## src/design/pbacd_pkg.sv

```systemverilog
// Package with shared types and constants for the block-average change detector.
package pbacd_pkg;

    // Field widths fixed by the interface.
    localparam int CH_W    = 3;
    localparam int SMP_W   = 16;
    localparam int SUM_W   = 24;
    localparam int CNT_W   = 8;
    localparam int THR_W   = 16;
    localparam int PCT_W   = 15;
    localparam int APB_AW  = 3;
    localparam int APB_DW  = 32;

    // Width of the zero-extended channel index, enough to compare with up to 63 channels.
    localparam int CH_EXT_W = 6;

    // Full-scale percent in Q8 (100 * 256).
    localparam logic [PCT_W-1:0] PERCENT_FULL = 15'd25600;
    localparam logic [SMP_W-1:0] RAW_MAX      = 16'hFFFF;
    localparam logic [SUM_W-1:0] SUM_MAX      = 24'hFFFFFF;

    // Register reset values.
    localparam logic [CNT_W-1:0] AVG_COUNT_RESET = 8'd10;
    localparam logic [THR_W-1:0] THRESHOLD_RESET = 16'd655;

    // Register indexes, taken from paddr[2].
    localparam logic REG_AVG_COUNT = 1'b0;
    localparam logic REG_THRESHOLD = 1'b1;

    // One state memory entry: the last reported average and the running sum.
    typedef struct packed {
        logic [SMP_W-1:0] last;
        logic [SUM_W-1:0] sum;
    } entry_t;

    // Request to the shared divider.
    typedef struct packed {
        logic             start;
        logic [SUM_W-1:0] dividend;
        logic [CNT_W-1:0] divisor;
    } div_req_t;

endpackage

```

## src/design/pot_block_average_change_detect_top.sv

```systemverilog
// Top level of the potentiometer block-average change detector.
// Samples are taken one channel per request in scan order; the highest channel ends a scan.
// A sample in an ordinary scan is accepted, then the channel's entry in the state memory gets a
// read-modify-write. In the last scan of a block each sample passes through the accept, the
// memory read, 24 steps of the shared radix-2 divider that forms sum / average_count and the
// taking of its quotient, then the percent product and the percent correction with write-back
// and hand-off to the output.
// A result waits in the output register; the next sample is accepted meanwhile and only the
// write-back of a new report waits until that register is free. Per-channel state is cleared
// at reset through valid bits, so no clearing pass is needed. Registers: average_count at
// byte address 0 (0 acts as 1), change_threshold at byte address 4.
module pot_block_average_change_detect_top #(
    parameter int NUM_CHANNELS = 8
) (
    input  logic                           aclk,
    input  logic                           aresetn,
    // Sample channel
    input  logic                           s_valid,
    output logic                           s_ready,
    input  logic [pbacd_pkg::CH_W-1:0]     s_channel,
    input  logic [pbacd_pkg::SMP_W-1:0]    s_sample,
    // Report channel
    output logic                           m_valid,
    input  logic                           m_ready,
    output logic [pbacd_pkg::CH_W-1:0]     m_pot_index,
    output logic [pbacd_pkg::SMP_W-1:0]    m_average_raw,
    output logic [pbacd_pkg::PCT_W-1:0]    m_percent_q8,
    // Configuration port
    input  logic                           psel,
    input  logic                           penable,
    input  logic                           pwrite,
    input  logic [pbacd_pkg::APB_AW-1:0]   paddr,
    input  logic [pbacd_pkg::APB_DW-1:0]   pwdata,
    output logic [pbacd_pkg::APB_DW-1:0]   prdata,
    output logic                           pready
);
    import pbacd_pkg::*;

    localparam int AW      = (NUM_CHANNELS > 1) ? $clog2(NUM_CHANNELS) : 1;
    localparam int PROD_W  = SMP_W + PCT_W;

    localparam logic [2:0] ST_IDLE = 3'd0;
    localparam logic [2:0] ST_READ = 3'd1;
    localparam logic [2:0] ST_DIV  = 3'd2;
    localparam logic [2:0] ST_PCT  = 3'd3;
    localparam logic [2:0] ST_OUT  = 3'd4;

    logic [2:0]         state_reg, state_next;

    logic [CNT_W-1:0]   avg_count_reg;
    logic [THR_W-1:0]   threshold_reg;
    logic [CNT_W-1:0]   scan_count_reg;

    logic [CH_W-1:0]    ch_reg;
    logic [SMP_W-1:0]   sample_reg;
    logic               last_scan_reg;
    logic [CNT_W-1:0]   divisor_reg;
    logic [SMP_W-1:0]   prev_reg;
    logic [SMP_W-1:0]   avg_reg;
    logic               report_reg;
    logic [PROD_W-1:0]  prod_reg;

    logic               m_valid_reg;
    logic [CH_W-1:0]    m_pot_index_reg;
    logic [SMP_W-1:0]   m_average_raw_reg;
    logic [PCT_W-1:0]   m_percent_q8_reg;

    logic               in_accept;
    logic [CH_EXT_W-1:0] in_ch_ext;
    logic [CH_EXT_W-1:0] cur_ch_ext;
    logic               in_range;
    logic               cur_is_last;
    logic [CNT_W-1:0]   eff_count;
    logic               in_last_scan;
    logic               cfg_write;

    entry_t             rd_entry;
    logic               wr_en;
    entry_t             wr_entry;
    logic [SUM_W:0]     sum_wide;
    logic [SUM_W-1:0]   sum_sat;

    div_req_t           div_req;
    logic               div_done;
    logic [SUM_W-1:0]   quotient;
    logic [SMP_W-1:0]   avg_sat;
    logic [SMP_W-1:0]   abs_diff;

    logic [PCT_W-1:0]   pct_est;
    logic [SMP_W:0]     pct_rem;
    logic [PCT_W-1:0]   pct_value;
    logic               out_free;
    logic               out_load;
    logic               writeback;

    // Request decode and scan position.
    always_comb begin
        in_accept    = s_valid && s_ready;
        in_ch_ext    = CH_EXT_W'(s_channel);
        cur_ch_ext   = CH_EXT_W'(ch_reg);
        in_range     = in_ch_ext < CH_EXT_W'(NUM_CHANNELS);
        cur_is_last  = cur_ch_ext == CH_EXT_W'(NUM_CHANNELS - 1);
        eff_count    = (avg_count_reg == '0) ? CNT_W'(1) : avg_count_reg;
        in_last_scan = ({1'b0, scan_count_reg} + 9'd1) >= {1'b0, eff_count};
    end

    assign s_ready = (state_reg == ST_IDLE);

    // Configuration registers.
    assign cfg_write = psel && penable && pwrite;
    assign pready    = 1'b1;

    always_ff @(posedge aclk) begin
        if (!aresetn) begin
            avg_count_reg <= AVG_COUNT_RESET;
            threshold_reg <= THRESHOLD_RESET;
        end else if (cfg_write) begin
            case (paddr[2])
                REG_AVG_COUNT: avg_count_reg <= pwdata[CNT_W-1:0];
                REG_THRESHOLD: threshold_reg <= pwdata[THR_W-1:0];
                default: ;
            endcase
        end
    end

    always_comb begin
        case (paddr[2])
            REG_AVG_COUNT: prdata = APB_DW'(avg_count_reg);
            REG_THRESHOLD: prdata = APB_DW'(threshold_reg);
            default:       prdata = '0;
        endcase
    end

    // Per-channel state memory.
    pbacd_state_mem #(
        .DEPTH (NUM_CHANNELS),
        .AW    (AW)
    ) u_state_mem (
        .aclk    (aclk),
        .aresetn (aresetn),
        .rd_en   (in_accept && in_range),
        .rd_addr (in_ch_ext[AW-1:0]),
        .rd_data (rd_entry),
        .wr_en   (wr_en),
        .wr_addr (cur_ch_ext[AW-1:0]),
        .wr_data (wr_entry)
    );

    // Saturating sum update on the entry just read.
    always_comb begin
        sum_wide = {1'b0, rd_entry.sum} + (SUM_W + 1)'(sample_reg);
        sum_sat  = sum_wide[SUM_W] ? SUM_MAX : sum_wide[SUM_W-1:0];
    end

    // Shared divider forms the block average.
    always_comb begin
        div_req.start    = (state_reg == ST_READ) && last_scan_reg;
        div_req.dividend = sum_sat;
        div_req.divisor  = divisor_reg;
    end

    pbacd_divider u_divider (
        .aclk     (aclk),
        .aresetn  (aresetn),
        .req      (div_req),
        .done     (div_done),
        .quotient (quotient)
    );

    // Average saturation and deadband comparison.
    always_comb begin
        avg_sat  = (quotient[SUM_W-1:SMP_W] != '0) ? RAW_MAX : quotient[SMP_W-1:0];
        abs_diff = (avg_sat > prev_reg) ? (avg_sat - prev_reg) : (prev_reg - avg_sat);
    end

    // Percent: product / 65535 as product >> 16 plus one correction step.
    always_comb begin
        pct_est   = prod_reg[PROD_W-1:SMP_W];
        pct_rem   = {1'b0, prod_reg[SMP_W-1:0]} + (SMP_W + 1)'(pct_est);
        pct_value = pct_est + PCT_W'(pct_rem >= {1'b0, RAW_MAX});
    end

    // Write-back and output hand-off.
    always_comb begin
        out_free  = !m_valid_reg || m_ready;
        writeback = (state_reg == ST_OUT) && (!report_reg || out_free);
        out_load  = writeback && report_reg;
        wr_en     = ((state_reg == ST_READ) && !last_scan_reg) || writeback;
        if (state_reg == ST_READ) begin
            wr_entry.last = rd_entry.last;
            wr_entry.sum  = sum_sat;
        end else begin
            wr_entry.last = report_reg ? avg_reg : prev_reg;
            wr_entry.sum  = '0;
        end
    end

    // Sequencer next state.
    always_comb begin
        state_next = state_reg;
        case (state_reg)
            ST_IDLE: if (in_accept && in_range) state_next = ST_READ;
            ST_READ: state_next = last_scan_reg ? ST_DIV : ST_IDLE;
            ST_DIV:  if (div_done) state_next = ST_PCT;
            ST_PCT:  state_next = ST_OUT;
            ST_OUT:  if (writeback) state_next = ST_IDLE;
            default: state_next = ST_IDLE;
        endcase
    end

    // Control registers: state and scan counter.
    always_ff @(posedge aclk) begin
        if (!aresetn) begin
            state_reg      <= ST_IDLE;
            scan_count_reg <= '0;
        end else begin
            state_reg <= state_next;
            if (((state_reg == ST_READ) && !last_scan_reg) && cur_is_last) begin
                scan_count_reg <= scan_count_reg + 1'b1;
            end else if (writeback && cur_is_last) begin
                scan_count_reg <= '0;
            end
        end
    end

    // Item payload registers.
    always_ff @(posedge aclk) begin
        if (in_accept) begin
            ch_reg        <= s_channel;
            sample_reg    <= s_sample;
            last_scan_reg <= in_last_scan;
            divisor_reg   <= eff_count;
        end
        if (state_reg == ST_READ) begin
            prev_reg <= rd_entry.last;
        end
        if ((state_reg == ST_DIV) && div_done) begin
            avg_reg    <= avg_sat;
            report_reg <= abs_diff > threshold_reg;
        end
        if (state_reg == ST_PCT) begin
            prod_reg <= PROD_W'(avg_reg) * PROD_W'(PERCENT_FULL);
        end
    end

    // Output register.
    always_ff @(posedge aclk) begin
        if (!aresetn) begin
            m_valid_reg <= 1'b0;
        end else if (out_load) begin
            m_valid_reg <= 1'b1;
        end else if (m_ready) begin
            m_valid_reg <= 1'b0;
        end
    end

    always_ff @(posedge aclk) begin
        if (out_load) begin
            m_pot_index_reg   <= ch_reg;
            m_average_raw_reg <= avg_reg;
            m_percent_q8_reg  <= pct_value;
        end
    end

    assign m_valid       = m_valid_reg;
    assign m_pot_index   = m_pot_index_reg;
    assign m_average_raw = m_average_raw_reg;
    assign m_percent_q8  = m_percent_q8_reg;

`ifndef SYNTHESIS
    // The divider finishes only while the sequencer waits for it.
    assert property (@(posedge aclk) disable iff (!aresetn)
        div_done |-> (state_reg == ST_DIV))
        else $error("divider finished outside the divide state");

    // A memory write never coincides with a new request being taken.
    assert property (@(posedge aclk) disable iff (!aresetn)
        wr_en |-> !in_accept)
        else $error("state memory written while a request is accepted");

    // A loaded result never overwrites one that is still waiting.
    assert property (@(posedge aclk) disable iff (!aresetn)
        (out_load && m_valid_reg) |-> m_ready)
        else $error("pending report overwritten");

    // After a report the output register holds a valid result.
    assert property (@(posedge aclk) disable iff (!aresetn)
        out_load |=> m_valid_reg)
        else $error("report loaded but not presented");
`endif

endmodule

```

## src/design/pbacd_state_mem.sv

```systemverilog
// Per-channel state memory with registered read and reset-cleared valid bits.
module pbacd_state_mem #(
    parameter int DEPTH = 8,
    parameter int AW    = 3
) (
    input  logic                  aclk,
    input  logic                  aresetn,
    input  logic                  rd_en,
    input  logic [AW-1:0]         rd_addr,
    output pbacd_pkg::entry_t     rd_data,
    input  logic                  wr_en,
    input  logic [AW-1:0]         wr_addr,
    input  pbacd_pkg::entry_t     wr_data
);
    import pbacd_pkg::*;

    entry_t             entry_mem_reg [DEPTH];
    logic [DEPTH-1:0]   valid_reg;
    entry_t             rd_data_reg;
    logic               rd_valid_reg;

    // Storage array: one write and one registered read per cycle.
    always_ff @(posedge aclk) begin
        if (wr_en) begin
            entry_mem_reg[wr_addr] <= wr_data;
        end
        if (rd_en) begin
            rd_data_reg <= entry_mem_reg[rd_addr];
        end
    end

    // Valid bits: an entry never written reads as all zero.
    always_ff @(posedge aclk) begin
        if (!aresetn) begin
            valid_reg    <= '0;
            rd_valid_reg <= 1'b0;
        end else begin
            if (wr_en) begin
                valid_reg[wr_addr] <= 1'b1;
            end
            if (rd_en) begin
                rd_valid_reg <= valid_reg[rd_addr];
            end
        end
    end

    assign rd_data = rd_valid_reg ? rd_data_reg : '0;

endmodule

```

## src/design/pbacd_divider.sv

```systemverilog
// Radix-2 restoring divider of a channel sum by the block's average count, one quotient bit per cycle.
module pbacd_divider (
    input  logic                           aclk,
    input  logic                           aresetn,
    input  pbacd_pkg::div_req_t            req,
    output logic                           done,
    output logic [pbacd_pkg::SUM_W-1:0]    quotient
);
    import pbacd_pkg::*;

    localparam int STEP_W = $clog2(SUM_W);

    logic               busy_reg;
    logic               done_reg;
    logic [STEP_W-1:0]  step_reg;
    logic [SUM_W-1:0]   quo_reg;
    logic [CNT_W-1:0]   rem_reg;
    logic [CNT_W-1:0]   div_reg;

    logic [CNT_W:0]     shifted;
    logic               fits;
    logic [CNT_W:0]     diff;

    // One restoring step: shift in the next dividend bit and try the subtraction.
    always_comb begin
        shifted = {rem_reg, quo_reg[SUM_W-1]};
        fits    = shifted >= {1'b0, div_reg};
        diff    = shifted - {1'b0, div_reg};
    end

    // Control: busy until every dividend bit has been stepped through, then a one-cycle done pulse.
    always_ff @(posedge aclk) begin
        if (!aresetn) begin
            busy_reg <= 1'b0;
            done_reg <= 1'b0;
            step_reg <= '0;
        end else begin
            done_reg <= 1'b0;
            if (req.start) begin
                busy_reg <= 1'b1;
                step_reg <= '0;
            end else if (busy_reg) begin
                step_reg <= step_reg + 1'b1;
                if (step_reg == STEP_W'(SUM_W - 1)) begin
                    busy_reg <= 1'b0;
                    done_reg <= 1'b1;
                end
            end
        end
    end

    // Datapath: quotient bits shift in where the dividend bits shift out.
    always_ff @(posedge aclk) begin
        if (req.start) begin
            quo_reg <= req.dividend;
            rem_reg <= '0;
            div_reg <= req.divisor;
        end else if (busy_reg) begin
            quo_reg <= {quo_reg[SUM_W-2:0], fits};
            rem_reg <= fits ? diff[CNT_W-1:0] : shifted[CNT_W-1:0];
        end
    end

    assign done     = done_reg;
    assign quotient = quo_reg;

endmodule

```

## config.mk

```make
export PLATFORM = sky130hd
export DESIGN_NAME = pot_block_average_change_detect_top
export DESIGN_NICKNAME = d
export VERILOG_FILES = /design/src/design/pbacd_pkg.sv /design/src/design/pot_block_average_change_detect_top.sv /design/src/design/pbacd_state_mem.sv /design/src/design/pbacd_divider.sv
export SDC_FILE = /design/constraint.sdc
export NUM_CORES = 1
export LEC_CHECK = 0
export BUFFER_PORTS_ARGS = -buffer_cell sky130_fd_sc_hd__buf_4
export CELL_PAD_IN_SITES_DETAIL_PLACEMENT = 1
export CELL_PAD_IN_SITES_GLOBAL_PLACEMENT = 1
export CORE_MARGIN = 1.5
export CORE_UTILIZATION = 50
export DETAILED_ROUTE_END_ITERATION = 8
export PLACE_DENSITY_LB_ADDON = 0.05
export SETUP_SLACK_MARGIN = 0.4
export SYNTH_ARGS = -nofsm -noshare
export SYNTH_HDL_FRONTEND = slang
export SYNTH_SLANG_ARGS = --single-unit
```

## constraint.sdc

```tcl
create_clock -name aclk -period 7.1 [get_ports aclk]
set_input_delay 0.355 -clock aclk [delete_from_list [all_inputs] [get_ports aclk]]
set_output_delay 0.355 -clock aclk [all_outputs]
set_load 0.05 [all_outputs]
```

==> impl_metrics.py <==
metrics = {
    "status": {
        "status": "complete, no violations",
    },
    "synthesis": {
        "yosysTopAreaCell": "edfxtp_1",
        "synth-warning-count": 0,
        "synthTopCellsByArea": "edfxtp_1 57%, mux4_2 6.9%, ha_1 6.5%",
        "seq_area_frac_synth_pct": 61.0,
        "synth_area_mm2": 0.0270,
        "ys_types": 63,
        "synthTopCellsByCount": "508 x edfxtp_1, 141 x ha_1, 132 x inv_1, 124 x nand2_1, 107 x nor2_1",
        "synth_edf_count": 508,
        "ys_async_sr_fraction_pct": 0,
        "netlist_instances": 1946,
        "postSynthAreaPerCell_um2": 13.9,
        "dominantRegCellSynth": "edfxtp_1",
        "synth.top_cell.area_share_pct": 56.6,
        "synth_most_common_cell": "edfxtp_1",
        "ys_ff_latch": 568,
    },
    "floorplan": {
        "ios": 130,
        "start_util_pct": 50.9,
        "fp.dieArea_mm2": 0.0553,
        "die_y_um": 235,
        "die_width_um": 235,
        "rows": 84,
        "coreArea_mm2": 0.0530,
    },
    "critical_path": {
        "cp_num_buf_inv": 0,
        "arrival_ns": 6.34,
        "critPathRequiredTime_ns": 7.46,
        "cpPeakStageDelay_ns": 0.54,
        "worstPathCellList": "nor4_1 > nand2_1 > or2_2 > ha_1 > nand4_2 > or4_1 > o21ai_1 > nand2_1 > mux2_2 > a221o_1 > a32oi_1 > xnor2_1 > ha_1 > a21oi_1 > nor2b_1 > o21ai_0 > nand2b_1 > a21oi_1 > nor2b_1 > o211ai_1 > a31oi_1",
        "crit_family": "simple AND/OR/NAND/NOR gates",
        "cp_max_fo": 16,
        "endpoint_kind": "flip-flop",
        "cp_slowest_cell": "or4_1",
        "start_kind": "flip-flop",
        "critPathKind": "flip-flop to flip-flop",
    },
    "sta": {
        "finalClockSkew_ns": 0.0274,
        "max_slew.worst_pin.slew_ns": 1.12,
        "setup-violations-final": 0,
        "hold_viol": 0,
        "holdWs_ns": 0.162,
        "fin_crit_ns": 5.98,
        "rsz0062_at_grt": "no",
        "max_slew_margin_pct": 24.6,
        "drv_slew": 0,
        "fin_setup_tns_ns": 0,
        "min_period_over_period_pct": 84.2,
        "fmax_mhz": 167,
    },
    "power_and_ir_drop": {
        "p_per_area_mw_per_mm2": 253,
        "intPower_w": 0.00580,
        "irDropWorstVdd_uv": 204,
        "pwr-share-seq_pct": 50.3,
        "pwr-share-clk_pct": 38.0,
        "combPwrFrac_pct": 11.7,
        "switchingPower_w": 0.00191,
        "switching_share_pct": 24.8,
        "cellLeakagePower_nw": 11.4,
    },
    "cts": {
        "cts-buffers-inserted": 59,
        "cts_resized": 0,
        "clkLatencyLatePin_ns": 0.64,
        "cts-root-buf": "clkbuf_16",
        "clockBufferDepth": 3,
        "clkTransAtPathRegs_ns": 0.06,
        "htreeDepth": 2,
        "cts_tree": "built",
        "post_cts_buffers": 0,
        "cts.sinks": 568,
    },
    "placed_design": {
        "hpwl_um": 40700,
        "port_buffers": 94,
        "gp_congestion": 0.849,
    },
    "route": {
        "drtAntennaViolNets": 0,
        "route.detailed.drc": 0,
        "first_pass_iters": 4,
        "drt-wirelength-per-cell_um": 22.5,
        "routed_wl_um": 63200,
        "dr_total_vias": 15840,
        "vias_per_cell": 5.65,
        "drt_iter0_drc": 660,
    },
    "layout": {
        "antenna_cells": 0,
        "final_nets": 2286,
        "final_util_pct": 57.5,
        "drive_gt1_share_pct": 17.0,
        "largest_reg_flops": 320,
        "area_delta_synth_final_pct": 13.0,
    },
    "grt": {
        "grt_pass1_wl_um": 98600,
        "grt_pass1_vias": 16846,
        "grt_usage_pct": 23.1,
        "grt_remaining_overflow": 0,
        "antenna_found_initial": 0,
        "grt_max_degree": 59,
    },
    "flow_run": {
        "drv_cap": 0,
    },
    "hold_path": {
        "hp-class": "primary input to flip-flop",
    },
}
[cell usage in the layout, fill, tap and decap left out, types with 18 or more instances in the layout]
cell           count
nor2_1           106
nor2b_1           28
dlygate4sd3_1     32
nand2_1          124
inv_1            131
clkbuf_1          19
mux2i_1           27
xnor2_1           47
ha_1             141
dfxtp_1           60
nand3_1           23
a21boi_0          18
a21o_1            26
clkbuf_16         59
or2_2             18
and2_1            40
o21ai_0           83
xor2_1            33
a21oi_1           92
mux2_2            46
nand4_1           20
edfxtp_1         508
mux4_2            82
buf_4            117
[cell type report]
type / count / area [um^2]
inverters: 133 / 499
fillers: 5131 / 22500
flip-flops and latches: 568 / 16500
clock inverters: 31 / 274
clock buffers: 78 / 1550
repair buffers: 149 / 1200
well taps: 688 / 861
multi-input cells: 1157 / 9610
[stage by stage]
step                std cells  setup slack, ns  instance area, um^2  power [W]
global placement         2663             1.21                28300    0.00480
CTS                      2804             1.11                30500    0.00779
floorplan                1961             1.25                27000    0.00457
global route             2804            0.627                30500    0.00799
detailed placement       2663             1.14                28300    0.00484
finish                   2804             1.12                30500    0.00771
[worst register-to-register path, delay by kind of cell, from the launching register on]
family | cells | cell delay (ns)
AOI/OAI and AO/OA | 8 | 1.49
xor gates and xnor gates | 1 | 0.17
adders and majority gates | 2 | 0.77
DFF | 1 | 0.48
muxes | 1 | 0.40
and+or+nand+nor | 9 | 2.38
[timing repair]
action / in CTS / in global routing
endpoints found under the hold margin: 38 / 0
endpoints found under the setup margin: 0 / 0
hold buffers: 32 / 0
[power groups by stage]
| stage | registers, W | logic, W | clock network (W) |
|---|---|---|---|
| floorplan | 0.00393 | 0.000647 | 0 |
| global placement | 0.00394 | 0.000858 | 0 |
| detailed placement | 0.00395 | 0.000888 | 0 |
| CTS | 0.00388 | 0.000910 | 0.00300 |
| global route | 0.00389 | 0.000997 | 0.00310 |
| finish | 0.00388 | 0.000902 | 0.00293 |
[path summary, 6_finish.rpt]
check / slack [ns] / cells after the start / to / startpoint
min: 0.16 / 4 / state_reg[2]$_SDFFE_PN0P_ / s_valid
min reg2reg: 0.42 / 0 / u_divider.div_reg[0]$_DFFE_PP_ / divisor_reg[0]$_DFFE_PP_
max: 1.12 / 21 / report_reg$_DFFE_PP_ / u_divider.quotient[23]$_DFFE_PP_
max reg2reg: 1.12 / 21 / report_reg$_DFFE_PP_ / u_divider.quotient[23]$_DFFE_PP_
[layer usage]
| metal | track usage, % | vias up | share of wire, % |
|---|---|---|---|
| met5 | 0 | - | 0 |
| met4 | 5.69 | 0 | 2.1 |
| met3 | 3.37 | 87 | 3.6 |
| met2 | 39.8 | 284 | 50 |
| met1 | 30.8 | 8059 | 45 |
| li1 | - | 7410 | - |
[kinds of logic after synthesis]
family / count (synthesis) / share of synthesized area (%)
fa+ha+maj: 157 / 7.73
xor+xnor: 80 / 2.60
simple gates: 437 / 8.04
compound gates: 308 / 6.96
other cells: 2 / 0.0279
mux: 158 / 9.92
flops: 568 / 61.0
buf+inv: 236 / 3.67
Note: power is estimated with default switching activity, not from simulation.
